`src/sv/spatial_filter_3x3_defines.svh`:
```
`ifndef SPATIAL_FILTER_3X3_DEFINES_SVH
`define SPATIAL_FILTER_3X3_DEFINES_SVH

// condition that holds at every clock edge out of reset
`define SF3_ASSERT(name, cond, msg) \
  name: assert property (@(posedge clk_i) disable iff (!rst_ni) (cond)) else $error(msg);

// condition that holds in the cycle after a trigger
`define SF3_ASSERT_NEXT(name, trig, cond, msg) \
  name: assert property (@(posedge clk_i) disable iff (!rst_ni) (trig) |=> (cond)) \
    else $error(msg);

`endif

```
`src/sv/sf3_pkg.sv`:
```
package sf3_pkg;

  localparam int MAX_WIDTH      = 1024;
  localparam int MAX_HEIGHT     = 512;
  localparam int COEF_FRAC_BITS = 8;
  localparam int MIN_DIM        = 3;

  localparam int PIX_W  = 8;
  localparam int ADDR_W = $clog2(MAX_WIDTH);
  localparam int ROW_W  = $clog2(MAX_HEIGHT + 2);
  localparam int LW_W   = 11;
  localparam int FH_W   = 10;
  localparam int LWR_W  = $clog2(MAX_WIDTH + 1);
  localparam int FHR_W  = $clog2(MAX_HEIGHT + 1);

  localparam int CFG_IDX_W  = 2;
  localparam int CFG_DATA_W = 11;

  localparam int Q_ONE   = 1 << COEF_FRAC_BITS;
  localparam int Q_MEAN  = (1111 * Q_ONE + 5000) / 10000;
  localparam int Q_BOOST = (52 * Q_ONE + 5) / 10;
  localparam int Q_GAUSS = Q_ONE / 16;
  localparam int Q_HALF  = Q_ONE / 2;

  localparam int COEF_W = COEF_FRAC_BITS + 4;
  localparam int OP_W   = 13;
  localparam int TERM_W = 11;
  localparam int PROD_W = COEF_W + OP_W;
  localparam int SUM_W  = COEF_FRAC_BITS + 12;
  localparam int SUMX_W = SUM_W + 1;

  localparam logic [LWR_W-1:0] RST_WIDTH  = LWR_W'((640 > MAX_WIDTH) ? MAX_WIDTH : 640);
  localparam logic [FHR_W-1:0] RST_HEIGHT = FHR_W'((480 > MAX_HEIGHT) ? MAX_HEIGHT : 480);

  localparam logic REQ_FLUSH = 1'b1;

  typedef enum logic [2:0] {
    KERN_MEAN    = 3'd0,
    KERN_GAUSS   = 3'd1,
    KERN_SOBEL_H = 3'd2,
    KERN_SOBEL_V = 3'd3,
    KERN_LAPLACE = 3'd4,
    KERN_BOOST   = 3'd5
  } kernel_e;

  typedef enum logic [CFG_IDX_W-1:0] {
    CFG_KERNEL = 2'd0,
    CFG_ABS    = 2'd1,
    CFG_WIDTH  = 2'd2,
    CFG_HEIGHT = 2'd3
  } cfg_reg_e;

  // one request as it enters the line memory stage
  typedef struct packed {
    logic              valid;
    logic [ADDR_W-1:0] addr;
    logic              wr;
    logic              top_lower;
    logic              bot_lower;
    logic              upd;
    logic              eol;
    logic              eof;
    logic              body;
    logic              first;
    logic [PIX_W-1:0]  px;
  } s1_ctl_t;

  typedef struct packed {
    logic eol;
    logic eof;
  } tag_t;

  // column of three pixels, index 0 is the top row
  typedef logic [2:0][PIX_W-1:0] col_t;
  // 3x3 window, [column][row], column 0 is the left one
  typedef logic [2:0][2:0][PIX_W-1:0] win_t;

  function automatic logic [LWR_W-1:0] sat_width(input logic [LW_W-1:0] v);
    logic [LWR_W-1:0] r;
    if (int'(v) < MIN_DIM) begin
      r = LWR_W'(MIN_DIM);
    end else if (int'(v) > MAX_WIDTH) begin
      r = LWR_W'(MAX_WIDTH);
    end else begin
      r = LWR_W'(v);
    end
    return r;
  endfunction

  function automatic logic [FHR_W-1:0] sat_height(input logic [FH_W-1:0] v);
    logic [FHR_W-1:0] r;
    if (int'(v) < MIN_DIM) begin
      r = FHR_W'(MIN_DIM);
    end else if (int'(v) > MAX_HEIGHT) begin
      r = FHR_W'(MAX_HEIGHT);
    end else begin
      r = FHR_W'(v);
    end
    return r;
  endfunction

endpackage

```
`src/sv/sf3_ctrl.sv`:
```
`include "spatial_filter_3x3_defines.svh"

module sf3_ctrl (
  input  logic                       clk_i,
  input  logic                       rst_ni,
  input  logic                       fire_i,
  input  logic                       req_type_i,
  input  logic [sf3_pkg::PIX_W-1:0]  pixel_i,
  input  logic                       restart_i,
  input  logic [sf3_pkg::LWR_W-1:0]  width_i,
  input  logic [sf3_pkg::FHR_W-1:0]  height_i,
  output sf3_pkg::s1_ctl_t           ctl_o
);

  logic [sf3_pkg::ADDR_W-1:0] col_q, col_d, c;
  logic [sf3_pkg::ROW_W-1:0]  row_q, row_d, r;
  logic                       flush, drain_ok, ignore, restart;

  always_comb begin
    flush    = (req_type_i == sf3_pkg::REQ_FLUSH);
    drain_ok = (int'(row_q) == int'(height_i))
            || ((int'(row_q) == int'(height_i) + 1) && (col_q == '0));
    ignore   = flush && !drain_ok;
    restart  = !flush && (int'(row_q) >= int'(height_i));
    r        = restart ? '0 : row_q;
    c        = restart ? '0 : col_q;

    ctl_o.valid     = fire_i && !ignore;
    ctl_o.addr      = c;
    ctl_o.wr        = int'(r) < int'(height_i);
    ctl_o.top_lower = int'(r) == 1;
    ctl_o.bot_lower = int'(r) == int'(height_i);
    ctl_o.upd       = int'(r) <= int'(height_i);
    ctl_o.eol       = (c == '0) && (int'(r) >= 2);
    ctl_o.eof       = int'(r) == int'(height_i) + 1;
    ctl_o.body      = (c != '0) && (r != '0) && (int'(r) <= int'(height_i));
    ctl_o.first     = int'(c) == 1;
    ctl_o.px        = pixel_i;

    col_d = col_q;
    row_d = row_q;
    if (ctl_o.valid) begin
      if (int'(c) + 1 >= int'(width_i)) begin
        col_d = '0;
        row_d = r + 1'b1;
      end else begin
        col_d = c + 1'b1;
        row_d = r;
      end
    end
    if (restart_i) begin
      col_d = '0;
      row_d = '0;
    end
  end

  always_ff @(posedge clk_i or negedge rst_ni) begin
    if (!rst_ni) begin
      col_q <= '0;
      row_q <= '0;
    end else begin
      col_q <= col_d;
      row_q <= row_d;
    end
  end

  `SF3_ASSERT(a_col_bound, int'(col_q) < int'(width_i), "column count past line width")
  `SF3_ASSERT(a_row_bound, int'(row_q) <= int'(height_i) + 1, "row count past drain row")
  `SF3_ASSERT_NEXT(a_flush_hold, fire_i && ignore && !restart_i, $stable(col_q) && $stable(row_q), "ignored flush moved counters")

endmodule

```
`config.mk`:
```
export PLATFORM = sky130hd
export DESIGN_NAME = sf3_ctrl
export DESIGN_NICKNAME = d
export VERILOG_FILES = /design/src/sv/sf3_pkg.sv /design/src/sv/sf3_ctrl.sv
export VERILOG_INCLUDE_DIRS = /design/src /design/src/sv
export SDC_FILE = /design/constraint.sdc
export NUM_CORES = 1
export LEC_CHECK = 0
export BUFFER_PORTS_ARGS = -buffer_cell sky130_fd_sc_hd__buf_4
export CAP_MARGIN = 30
export CORE_MARGIN = 3
export CORE_UTILIZATION = 60
export CTS_BUF_LIST = sky130_fd_sc_hd__clkbuf_8
export CTS_CLUSTER_DIAMETER = 60
export DETAILED_ROUTE_END_ITERATION = 7
export PLACE_DENSITY = 0.86
export SYNTH_ARGS = -nofsm -noshare
export SYNTH_HDL_FRONTEND = slang
export SYNTH_SLANG_ARGS = --single-unit
export TNS_END_PERCENT = 30
```
`constraint.sdc`:
```
create_clock -name clk_i -period 9.5 [get_ports clk_i]
set_input_delay 0.475 -clock clk_i [delete_from_list [all_inputs] [get_ports clk_i]]
set_output_delay 0.475 -clock clk_i [all_outputs]
set_load 0.05 [all_outputs]
```
==> metrics.md <==
| Metric | Value |
|---|---|
| Final WL | 7790 um |
| P&R area growth vs syn | 10.75% |
| Later-pin clock latency in the skew report | 0.27 ns |
| Sink Count | 20 |
| Register bit total from synthesis | 20 |
| Root buffer cell | clkbuf_8 |
| Primary FF master, synth | dfrtp_1 |
| Site Rows | 24 |
| Largest net degree at the start of global routing | 36 |
| RSZ-0062 raised after global routing | no |
| Via density | 6.353 |
| GRT Residual Overflow | 0 |
| CORE AREA | 4504 um2 |
| Slowest stage delay, CP | 0.62 ns |
| Initial Util | 64.61% |
| GRT met3 Usage | 4.749% |
| Final Skew | 0.008542 ns |
| Number of global-route vias before repair | 2771 |
| Total power | 210.6 uW |
| Ratio of cells with drive above 1 in the final layout | 16.26% |
| Max-cap violations | 0 |
| Antenna Nets Post-Route | 0 |
| N_diodes | 0 |
| First DRT Iteration DRCs | 237 |
| First-pass iteration count of the detailed router | 5 |
| Clk buf depth | 2 |
| Final hold vios | 0 |
| Syn Inst Count | 389 |
| Power Density | 65.34 nW/um2 |
| Global-route wire length before repair | 12890 um |
| Total track usage | 29.02% |
| Mapped Avg Cell Area | 7.481 um2 |
| CP max-delay cell | dfrtp_1 |
| Yosys top cell area share | 17.20% |
| Setup bufs post-CTS | 0 |
| M1 GR Usage | 38.01% |
| GP Congestion | 0.9444 |
| Crit share post-route | 54.36% |
| Max Fclk | 193.6 MHz |
| CP Class | register to register |
| CP arrival | 5.36 ns |
| Max-slew headroom | 62.42% |
| Initial antenna violation count | 0 |
| Final Max Slew Viols | 0 |
| Post-layout min period | 5.164 ns |
| Synth area leaders | dfrtp_1 17%, ha_1 17%, inv_1 5.5% |
| Critical path, cell by cell | ha_1, and2_1, a221o_1, nand2_1, a31o_2, nand2_1, inv_1, ha_1, nand3_1, nor2_1, nand4_1, xor2_1, nor2_1, ha_1, a2111oi_0, o21ai_0, a21oi_2, or2_2, nand4_1, a31oi_1 |
| Num ports | 61 |
| GRT met2 Usage | 48.32% |
| Post-Place Cells | 460 |
| CTS clk-pin slew, worst paths | 0.09 ns |
| Leakage power | 1.561 nW |
| DR vias | 2948 |
| Status | finished, final reports clean |
| Hold slack final | 0.08741 ns |
| Sequential-to-total area share from yosys stat | 17.20% |
| Count leader, synth | inv_1 |
| Cell Area, Synth | 2910 um2 |
| CP Buf/Inv Count | 1 |
| Worst vdd ir | 47.43 uV |
| Setup Viol. Count Final | 0 |
| Count of unique library cells instantiated by Yosys | 57 |
| Slew @ Worst Pin | 0.5637 ns |
| Crit path max-delay family | compound AO/OA/AOI/OAI gates |
| Async set-reset flop share out of synthesis | 100.0% |
| Most Used Layer, Global Route | met2 |
| Chip width | 75.65 um |
| Synth warn | 0 |
| Crit-path most repeated cell | ha_1 |
| CP startpoint kind | register |
| Syn_nets | 462 |
| Num CTS Buffers | 3 |
| Dpl hpwl | 5954 um |
| Cell taking the most area after synthesis | dfrtp_1 |
| Wire per inst | 16.79 um |
| Die height | 75.65 um |
| Fin cells | 464 |
| Resize count post-CTS | 0 |
| Worst Setup End Kind | register |
| Residual DRC | 0 |
| Worst-path maximum fanout | 20 |
| Class of the worst hold path | input pin to async pin |
| TritonCTS clock tree | built |
| Setup tns final | 0 ns |
| Nets | 486 |
| Number of hold buffers added after cts | 0 |
| H-Tree Level Count | 1 |
| Die area | 5722 um2 |
| Utilization after layout | 71.56% |
| Port bufs | 44 |
| Post-synth top cells | 43 x inv_1, 39 x ha_1, 39 x nor2_1 |
| Post-synth EDFFs | 0 |
| Worst endpoint required time | 9.70 ns |
==> power by group <==
| part | internal (mW) | switching (mW) | leakage [nW] |
|---|---|---|---|
| Sequential | 0.0855 | 0.000842 | 0.279 |
| Combinational | 0.0226 | 0.0327 | 1.25 |
| Clock | 0.0370 | 0.0319 | 0.0288 |
==> flip-flops by register name (all words and copies together), names as in the netlist <==
register and flops:
row_q 10, col_q 10
==> cells in the final DEF, fill, tap and decap left out, types with 17 or more instances in the layout <==
cell / count
nand2_1: 20
dfrtp_1: 20
buf_4: 45
nor2_1: 39
xnor2_1: 17
ha_1: 39
nand3_1: 23
inv_1: 43
o21ai_0: 18
==> metal layers <==
layer / part of all wire (%) / wire length [um]
met1: 44 / 3443
met2: 47 / 3656
met3: 6.9 / 540
met4: 1.9 / 149
met5: 0 / 0
==> through the flow <==
stage	setup slack, ns	instance area, um2
5_1_grt	3.860	3223
2_1_floorplan	4.163	2910
3_3_place_gp	4.585	3168
4_1_cts	4.445	3223
6_report	4.336	3223
3_5_place_dp	4.356	3168
==> logic make-up after synthesis <==
family / Yosys count / synth area share (%)
AO/OA/AOI/OAI: 77 / 18.83
multiplexers: 5 / 1.763
XOR/XNOR: 20 / 6.019
buffers and inverters: 69 / 10.75
AND/OR/NAND/NOR: 159 / 28.68
flip-flops: 20 / 17.20
adder cells (fa/ha/maj): 39 / 16.77
==> layout make-up <==
type	count	area, um2
tap	52	65.06
clock buffer	4	55.05
fill	392	1281
sequential	20	500.5
inverter	43	161.4
multi-input combinational	300	2103
timing repair buffer	45	337.8
==> final timing paths <==
check	startpoint	end	slack, ns	depth (start not counted)
worst max register to register	row_q[4]	col_q[5]	4.34	20
max in group asynchronous	rst_ni	col_q[9]	9.18	1
worst min-delay path	rst_ni	col_q[7]	0.09	1
worst min register to register	row_q[0]	row_q[0]	0.62	2
worst max-delay path	row_q[4]	col_q[5]	4.34	20
min in group clk_i	restart_i	col_q[0]	0.59	2
No activity file was read; power rests on OpenSTA's default activity.
