===== src/sv/spatial_filter_3x3_defines.svh =====
`ifndef SPATIAL_FILTER_3X3_DEFINES_SVH
`define SPATIAL_FILTER_3X3_DEFINES_SVH

// condition that holds at every clock edge out of reset
`define SF3_ASSERT(name, cond, msg) \
  name: assert property (@(posedge clk_i) disable iff (!rst_ni) (cond)) else $error(msg);

// condition that holds in the cycle after a trigger
`define SF3_ASSERT_NEXT(name, trig, cond, msg) \
  name: assert property (@(posedge clk_i) disable iff (!rst_ni) (trig) |=> (cond)) \
    else $error(msg);

`endif


===== src/sv/sf3_pkg.sv =====
package sf3_pkg;

  localparam int MAX_WIDTH      = 1024;
  localparam int MAX_HEIGHT     = 512;
  localparam int COEF_FRAC_BITS = 8;
  localparam int MIN_DIM        = 3;

  localparam int PIX_W  = 8;
  localparam int ADDR_W = $clog2(MAX_WIDTH);
  localparam int ROW_W  = $clog2(MAX_HEIGHT + 2);
  localparam int LW_W   = 11;
  localparam int FH_W   = 10;
  localparam int LWR_W  = $clog2(MAX_WIDTH + 1);
  localparam int FHR_W  = $clog2(MAX_HEIGHT + 1);

  localparam int CFG_IDX_W  = 2;
  localparam int CFG_DATA_W = 11;

  localparam int Q_ONE   = 1 << COEF_FRAC_BITS;
  localparam int Q_MEAN  = (1111 * Q_ONE + 5000) / 10000;
  localparam int Q_BOOST = (52 * Q_ONE + 5) / 10;
  localparam int Q_GAUSS = Q_ONE / 16;
  localparam int Q_HALF  = Q_ONE / 2;

  localparam int COEF_W = COEF_FRAC_BITS + 4;
  localparam int OP_W   = 13;
  localparam int TERM_W = 11;
  localparam int PROD_W = COEF_W + OP_W;
  localparam int SUM_W  = COEF_FRAC_BITS + 12;
  localparam int SUMX_W = SUM_W + 1;

  localparam logic [LWR_W-1:0] RST_WIDTH  = LWR_W'((640 > MAX_WIDTH) ? MAX_WIDTH : 640);
  localparam logic [FHR_W-1:0] RST_HEIGHT = FHR_W'((480 > MAX_HEIGHT) ? MAX_HEIGHT : 480);

  localparam logic REQ_FLUSH = 1'b1;

  typedef enum logic [2:0] {
    KERN_MEAN    = 3'd0,
    KERN_GAUSS   = 3'd1,
    KERN_SOBEL_H = 3'd2,
    KERN_SOBEL_V = 3'd3,
    KERN_LAPLACE = 3'd4,
    KERN_BOOST   = 3'd5
  } kernel_e;

  typedef enum logic [CFG_IDX_W-1:0] {
    CFG_KERNEL = 2'd0,
    CFG_ABS    = 2'd1,
    CFG_WIDTH  = 2'd2,
    CFG_HEIGHT = 2'd3
  } cfg_reg_e;

  // one request as it enters the line memory stage
  typedef struct packed {
    logic              valid;
    logic [ADDR_W-1:0] addr;
    logic              wr;
    logic              top_lower;
    logic              bot_lower;
    logic              upd;
    logic              eol;
    logic              eof;
    logic              body;
    logic              first;
    logic [PIX_W-1:0]  px;
  } s1_ctl_t;

  typedef struct packed {
    logic eol;
    logic eof;
  } tag_t;

  // column of three pixels, index 0 is the top row
  typedef logic [2:0][PIX_W-1:0] col_t;
  // 3x3 window, [column][row], column 0 is the left one
  typedef logic [2:0][2:0][PIX_W-1:0] win_t;

  function automatic logic [LWR_W-1:0] sat_width(input logic [LW_W-1:0] v);
    logic [LWR_W-1:0] r;
    if (int'(v) < MIN_DIM) begin
      r = LWR_W'(MIN_DIM);
    end else if (int'(v) > MAX_WIDTH) begin
      r = LWR_W'(MAX_WIDTH);
    end else begin
      r = LWR_W'(v);
    end
    return r;
  endfunction

  function automatic logic [FHR_W-1:0] sat_height(input logic [FH_W-1:0] v);
    logic [FHR_W-1:0] r;
    if (int'(v) < MIN_DIM) begin
      r = FHR_W'(MIN_DIM);
    end else if (int'(v) > MAX_HEIGHT) begin
      r = FHR_W'(MAX_HEIGHT);
    end else begin
      r = FHR_W'(v);
    end
    return r;
  endfunction

endpackage


===== src/sv/sf3_kernel.sv =====
module sf3_kernel (
  input  logic                      clk_i,
  input  logic                      rst_ni,
  input  logic                      adv_i,
  input  logic                      valid_i,
  input  sf3_pkg::win_t             win_i,
  input  sf3_pkg::tag_t             tag_i,
  input  sf3_pkg::kernel_e          kernel_i,
  input  logic                      abs_en_i,
  output logic                      valid_o,
  output logic [sf3_pkg::PIX_W-1:0] pix_o,
  output sf3_pkg::tag_t             tag_o
);

  // partial sums
  logic [11:0]        sall_d, sall_q;
  logic [9:0]         corners_d, corners_q, edges_d, edges_q;
  logic [9:0]         left_w, right_w, top_w, bot_w;
  logic [7:0]         center_q;
  logic signed [10:0] sobh_d, sobh_q, sobv_d, sobv_q;
  logic               a_valid_q;
  sf3_pkg::tag_t      a_tag_q;

  // weighted sum
  logic signed [sf3_pkg::COEF_W-1:0] cmul;
  logic signed [sf3_pkg::OP_W-1:0]   op;
  logic signed [sf3_pkg::TERM_W-1:0] term;
  logic signed [sf3_pkg::PROD_W-1:0] prod, term_x, full;
  logic signed [sf3_pkg::SUM_W-1:0]  sum_q;
  logic                              b_valid_q;
  sf3_pkg::tag_t                     b_tag_q;

  // round and clamp
  logic signed [sf3_pkg::SUM_W-1:0]  mag;
  logic [sf3_pkg::SUMX_W-1:0]        rnd;
  logic [sf3_pkg::PIX_W-1:0]         pix_d, pix_q;
  logic                              valid_q;
  sf3_pkg::tag_t                     tag_q;

  always_comb begin
    sall_d = 12'(win_i[0][0]) + 12'(win_i[1][0]) + 12'(win_i[2][0])
           + 12'(win_i[0][1]) + 12'(win_i[1][1]) + 12'(win_i[2][1])
           + 12'(win_i[0][2]) + 12'(win_i[1][2]) + 12'(win_i[2][2]);
    corners_d = 10'(win_i[0][0]) + 10'(win_i[2][0]) + 10'(win_i[0][2]) + 10'(win_i[2][2]);
    edges_d   = 10'(win_i[1][0]) + 10'(win_i[0][1]) + 10'(win_i[2][1]) + 10'(win_i[1][2]);
    left_w  = 10'(win_i[0][0]) + {1'b0, win_i[0][1], 1'b0} + 10'(win_i[0][2]);
    right_w = 10'(win_i[2][0]) + {1'b0, win_i[2][1], 1'b0} + 10'(win_i[2][2]);
    top_w   = 10'(win_i[0][0]) + {1'b0, win_i[1][0], 1'b0} + 10'(win_i[2][0]);
    bot_w   = 10'(win_i[0][2]) + {1'b0, win_i[1][2], 1'b0} + 10'(win_i[2][2]);
    sobh_d  = $signed({1'b0, right_w}) - $signed({1'b0, left_w});
    sobv_d  = $signed({1'b0, bot_w}) - $signed({1'b0, top_w});
  end

  always_comb begin
    term = '0;
    case (kernel_i)
      sf3_pkg::KERN_GAUSS: begin
        cmul = sf3_pkg::COEF_W'(sf3_pkg::Q_GAUSS);
        op   = $signed(sf3_pkg::OP_W'(corners_q) + sf3_pkg::OP_W'({edges_q, 1'b0})
                       + sf3_pkg::OP_W'({center_q, 2'b00}));
      end
      sf3_pkg::KERN_SOBEL_H: begin
        cmul = sf3_pkg::COEF_W'(sf3_pkg::Q_ONE);
        op   = sf3_pkg::OP_W'(sobh_q);
      end
      sf3_pkg::KERN_SOBEL_V: begin
        cmul = sf3_pkg::COEF_W'(sf3_pkg::Q_ONE);
        op   = sf3_pkg::OP_W'(sobv_q);
      end
      sf3_pkg::KERN_LAPLACE: begin
        cmul = sf3_pkg::COEF_W'(sf3_pkg::Q_ONE);
        op   = $signed(sf3_pkg::OP_W'({center_q, 2'b00})) - $signed(sf3_pkg::OP_W'(edges_q));
      end
      sf3_pkg::KERN_BOOST: begin
        cmul = sf3_pkg::COEF_W'(sf3_pkg::Q_BOOST);
        op   = $signed(sf3_pkg::OP_W'(center_q));
        term = -$signed({1'b0, edges_q});
      end
      default: begin
        cmul = sf3_pkg::COEF_W'(sf3_pkg::Q_MEAN);
        op   = $signed(sf3_pkg::OP_W'(sall_q));
      end
    endcase
    prod   = cmul * op;
    term_x = sf3_pkg::PROD_W'(term);
    full   = prod + (term_x <<< sf3_pkg::COEF_FRAC_BITS);
  end

  always_comb begin
    mag = sum_q;
    if (abs_en_i && sum_q < 0) begin
      mag = -sum_q;
    end
    rnd = (sf3_pkg::SUMX_W'(mag) + sf3_pkg::SUMX_W'(sf3_pkg::Q_HALF)) >> sf3_pkg::COEF_FRAC_BITS;
    if (mag <= 0) begin
      pix_d = '0;
    end else if (int'(rnd) > 255) begin
      pix_d = '1;
    end else begin
      pix_d = rnd[sf3_pkg::PIX_W-1:0];
    end
  end

  always_ff @(posedge clk_i or negedge rst_ni) begin
    if (!rst_ni) begin
      a_valid_q <= 1'b0;
      b_valid_q <= 1'b0;
      valid_q   <= 1'b0;
    end else if (adv_i) begin
      a_valid_q <= valid_i;
      b_valid_q <= a_valid_q;
      valid_q   <= b_valid_q;
    end
  end

  always_ff @(posedge clk_i) begin
    if (adv_i) begin
      sall_q    <= sall_d;
      corners_q <= corners_d;
      edges_q   <= edges_d;
      center_q  <= win_i[1][1];
      sobh_q    <= sobh_d;
      sobv_q    <= sobv_d;
      a_tag_q   <= tag_i;
      sum_q     <= full[sf3_pkg::SUM_W-1:0];
      b_tag_q   <= a_tag_q;
      pix_q     <= pix_d;
      tag_q     <= b_tag_q;
    end
  end

  assign valid_o = valid_q;
  assign pix_o   = pix_q;
  assign tag_o   = tag_q;

endmodule


===== config.mk =====
export PLATFORM = sky130hd
export DESIGN_NAME = sf3_kernel
export DESIGN_NICKNAME = d
export VERILOG_FILES = /design/src/sv/spatial_filter_3x3_defines.svh /design/src/sv/sf3_pkg.sv /design/src/sv/sf3_kernel.sv
export SDC_FILE = /design/constraint.sdc
export NUM_CORES = 1
export LEC_CHECK = 0
export BUFFER_PORTS_ARGS = -buffer_cell sky130_fd_sc_hd__buf_2
export CELL_PAD_IN_SITES_DETAIL_PLACEMENT = 0
export CELL_PAD_IN_SITES_GLOBAL_PLACEMENT = 1
export CORE_AREA = 10 10 183 185
export DETAILED_ROUTE_END_ITERATION = 12
export DIE_AREA = 0 0 193 195
export GPL_ROUTABILITY_DRIVEN = 0
export GPL_TIMING_DRIVEN = 0
export MAX_ROUTING_LAYER = met4
export PLACE_DENSITY = 0.87
export SYNTH_ARGS = -nofsm -noshare
export SYNTH_HDL_FRONTEND = slang
export SYNTH_SLANG_ARGS = --single-unit

===== constraint.sdc =====
create_clock -name clk_i -period 6.6 [get_ports clk_i]
set_clock_uncertainty 0.15 [all_clocks]
set_input_delay 1.32 -clock clk_i [delete_from_list [all_inputs] [get_ports clk_i]]
set_output_delay 1.32 -clock clk_i [all_outputs]
set_load 0.02 [all_outputs]

==> metrics <==
post-synth top area share 0.353; Simple-Gate Fraction of Synth Area 0.0726; share of cells above drive strength 1 0.173; largest cells by area after synthesis fa_1 35%, edfxtp_1 21%, ha_1 12%, inv_1 6.8%, xnor2_1 3.8%; R2R cell count 28; failing checks setup timing; Relative slew margins 0.591; Top delay family on crit path adder cells; worst setup margin -0.0282 ns; CTS tree built; total grt overflow 0; clock period minus worst slack 6.63 ns; endpoint of the worst hold path b_tag_q[1]$_DFFE_PP_; leading area contributor after synthesis fa_1; Crit Path Class register to register; drt first-iter violations 517; CP Launch Point center_q[0]$_DFFE_PP_; HPWL after DPL 25.6 mm; Largest stage delay, worst path 0.58 ns; Synth Warn # 0; Reg-to-Reg Start center_q[0]$_DFFE_PP_; Synth Area in Compound Gates 0.0882; DRC Markers 0; EDFF count, synth 96; # rows 64; Synth Area in XOR/XNOR 0.0536; Tcrit/Tclk final 1.00; GRT Total Usage 0.167; via count 8,962; total wire length 29.7 mm; Slew @ Worst Pin 0.613 ns; first-pass GRT wire length 48.9 mm; worst hold path stage count 0; Starting Density 0.452; status finished with violations; total CTS buffers 9; root buf cell clkbuf_16; Seq/Total Area, Yosys 0.218; Worst setup EP type register; synthesis-to-layout area growth 14.4%; PwrDens 555 nW/um^2; WP data arrival 6.59 ns; number of global-route vias before repair 9,593; antenna violations before repair 1; Worst R2R Setup Slack -0.03 ns; commonest non-fill, non-tap cell in the layout fa_1; pin count of the biggest net entering global routing 65; most frequent cells in the layout 232 x fa_1, 231 x inv_1, 117 x ha_1, 96 x edfxtp_1, 90 x buf_2; grt met2 use 0.270; RSZ-0062 raised after global routing yes; Antenna Nets Post-Route 0; Slew Viols, Final 0; flops & latches, synth 99; MaxCap Viol Count 0; Final Core Density 0.517; worst hold path class register to register; main combinational cell family by area after synthesis adder cells; Core ar. 30,000 sq um; area occupied by multi-input gates 10,100 sq um; I/O pins 93; Synth Area in Adders 0.474; vias per cell 5.05; met1 global-route usage 0.219; CP bufs+invs 5; Max clock buf depth 2; Top FF cell, synth edfxtp_1; Synth Cell Area 13,600 sq um; Post-Syn Area per Cell 11.1 sq um; Final Hold Fails 0; number of nets in the layout 1,826; Worst path slowest cell fa_2; hold_buf cts 0; TNS Setup -0.0282 ns; die area 37,600 sq um; H-tree Lvls 3; Leak Pwr 7.07 nW; Die H 195 um; Setup Viol. Count Final 1; wire per inst 16.7 um; hold_sp a_tag_q[1]$_DFFE_PP_; Worst Path Required 6.56 ns; post-synthesis cell count 1,219; Die X 193 um; post-synthesis mux area share 0.0169; Async SR Flop Fraction 0.0303; achievable frequency 151 MHz; RR Endpoint sum_q[19]$_DFFE_PP_; sequential standard cell area 2960 sq um; met3 GRT Util 0.0214; Port Buf Inserts 91; clock transition at the registers of the reported paths 0.08 ns; clock latency at the later pin of the worst-skew pair 0.36 ns; startpoint types register; DR pass1 iterations 5; GR peak layer met2; Cell variety after synth 71; fill cell count 2,685; CTS sink cnt 99; CP Max Fanout 5; maximum vdd ir drop 0.479 mV
[final cells by class]
type / instances / share of cell area
repair buffers: 116 / 0.0431
clock buffers: 9 / 0.0145
flip-flops and latches: 99 / 0.190
well taps: 396 / 0.0319
inverters: 246 / 0.0595
diodes: 1 / 0.000161
plain buffers: 18 / 0.00894
clock inverters: 7 / 0.00435
multi-input cells: 883 / 0.647
[cells in the mapped netlist (all sizes together), types with 5 or more instances]
master  instances
a21boi          8
a21o           15
a21oi          47
a22o            5
a22oi           5
a31oi           5
and2           12
and3            7
clkbuf         17
edfxtp         96
fa            239
ha            132
inv           246
mux2            7
mux2i          15
nand2          58
nand2b          8
nand3           9
nor2           53
nor2b           9
nor3           18
nor4            9
o21a           14
o21ai          36
o21bai          9
xnor2          59
xor2           24
[per-stage QoR]
step                hold slack (ns)  cells  setup WS [ns]  power, mW  area, sq um
floorplan                     0.250   1247        0.00558       5.84        13800
global placement              0.253   1734         -0.654       6.96        14700
detailed placement            0.256   1735         -0.672       7.08        14700
CTS                           0.273   1762         -0.151       8.26        15300
global route                  0.283   1775         -0.277       9.56        15500
finish                        0.272   1775        -0.0282       8.62        15500
[state kept, by name, indices dropped and copies added (netlist names)]
signal and cells:
corners_q 10, tag_o 2, valid_o 1, sum_q 20, pix_o 8, center_q 8
a_valid_q 1, edges_q 10, sobv_q 11, b_tag_q 2, sobh_q 11, b_valid_q 1
sall_q 12, a_tag_q 2
[per-layer routing]
metal / wire (um) / part of all wire
met4: 457 / 0.015
met5: 0 / 0
met2: 15000 / 0.50
met1: 13100 / 0.44
met3: 1170 / 0.039
[worst register-to-register path, delay by kind of cell (launching register included)]
| family | cells | cell delay [ns] |
|---|---|---|
| AOI/OAI and AO/OA | 8 | 1.09 |
| xor gates and xnor gates | 2 | 0.31 |
| adders and majority gates | 9 | 3.55 |
| buffers and inverters | 5 | 0.31 |
| DFF | 1 | 0.46 |
| and+or+nand+nor | 4 | 0.54 |
[logic make-up (layout without fill, tap and decap cells)]
group	count (synthesis)	in the layout
AO/OA/AOI/OAI	179	179
adder cells (fa/ha/maj)	371	371
AND/OR/NAND/NOR	198	198
flip-flops	99	99
buffers and inverters	265	396
other	2	31
XOR/XNOR	83	83
multiplexers	22	22
[power by group]
part,switching (mW),internal (mW)
sequential,0.184,1.23
clock,0.267,0.266
combinational,3.48,3.19
total,3.93,4.69
[what timing repair did]
item | in CTS | in global routing
pin swaps | 60 | 43
resized for setup | 49 | 31
buffers inserted | 11 | 13
endpoints found under the setup margin | 8 | 7
[worst max-delay path by stage]
stage,depth (start not counted),to,slack [ns]
floorplan,27,sum_q[19]$_DFFE_PP_,0.006
global placement,25,sum_q[19]$_DFFE_PP_,-0.65
detailed placement,27,sum_q[19]$_DFFE_PP_,-0.67
CTS,27,sum_q[19]$_DFFE_PP_,-0.15
global route,28,sum_q[19]$_DFFE_PP_,-0.28
finish,28,sum_q[19]$_DFFE_PP_,-0.03
No activity file was read; power rests on OpenSTA's default activity.
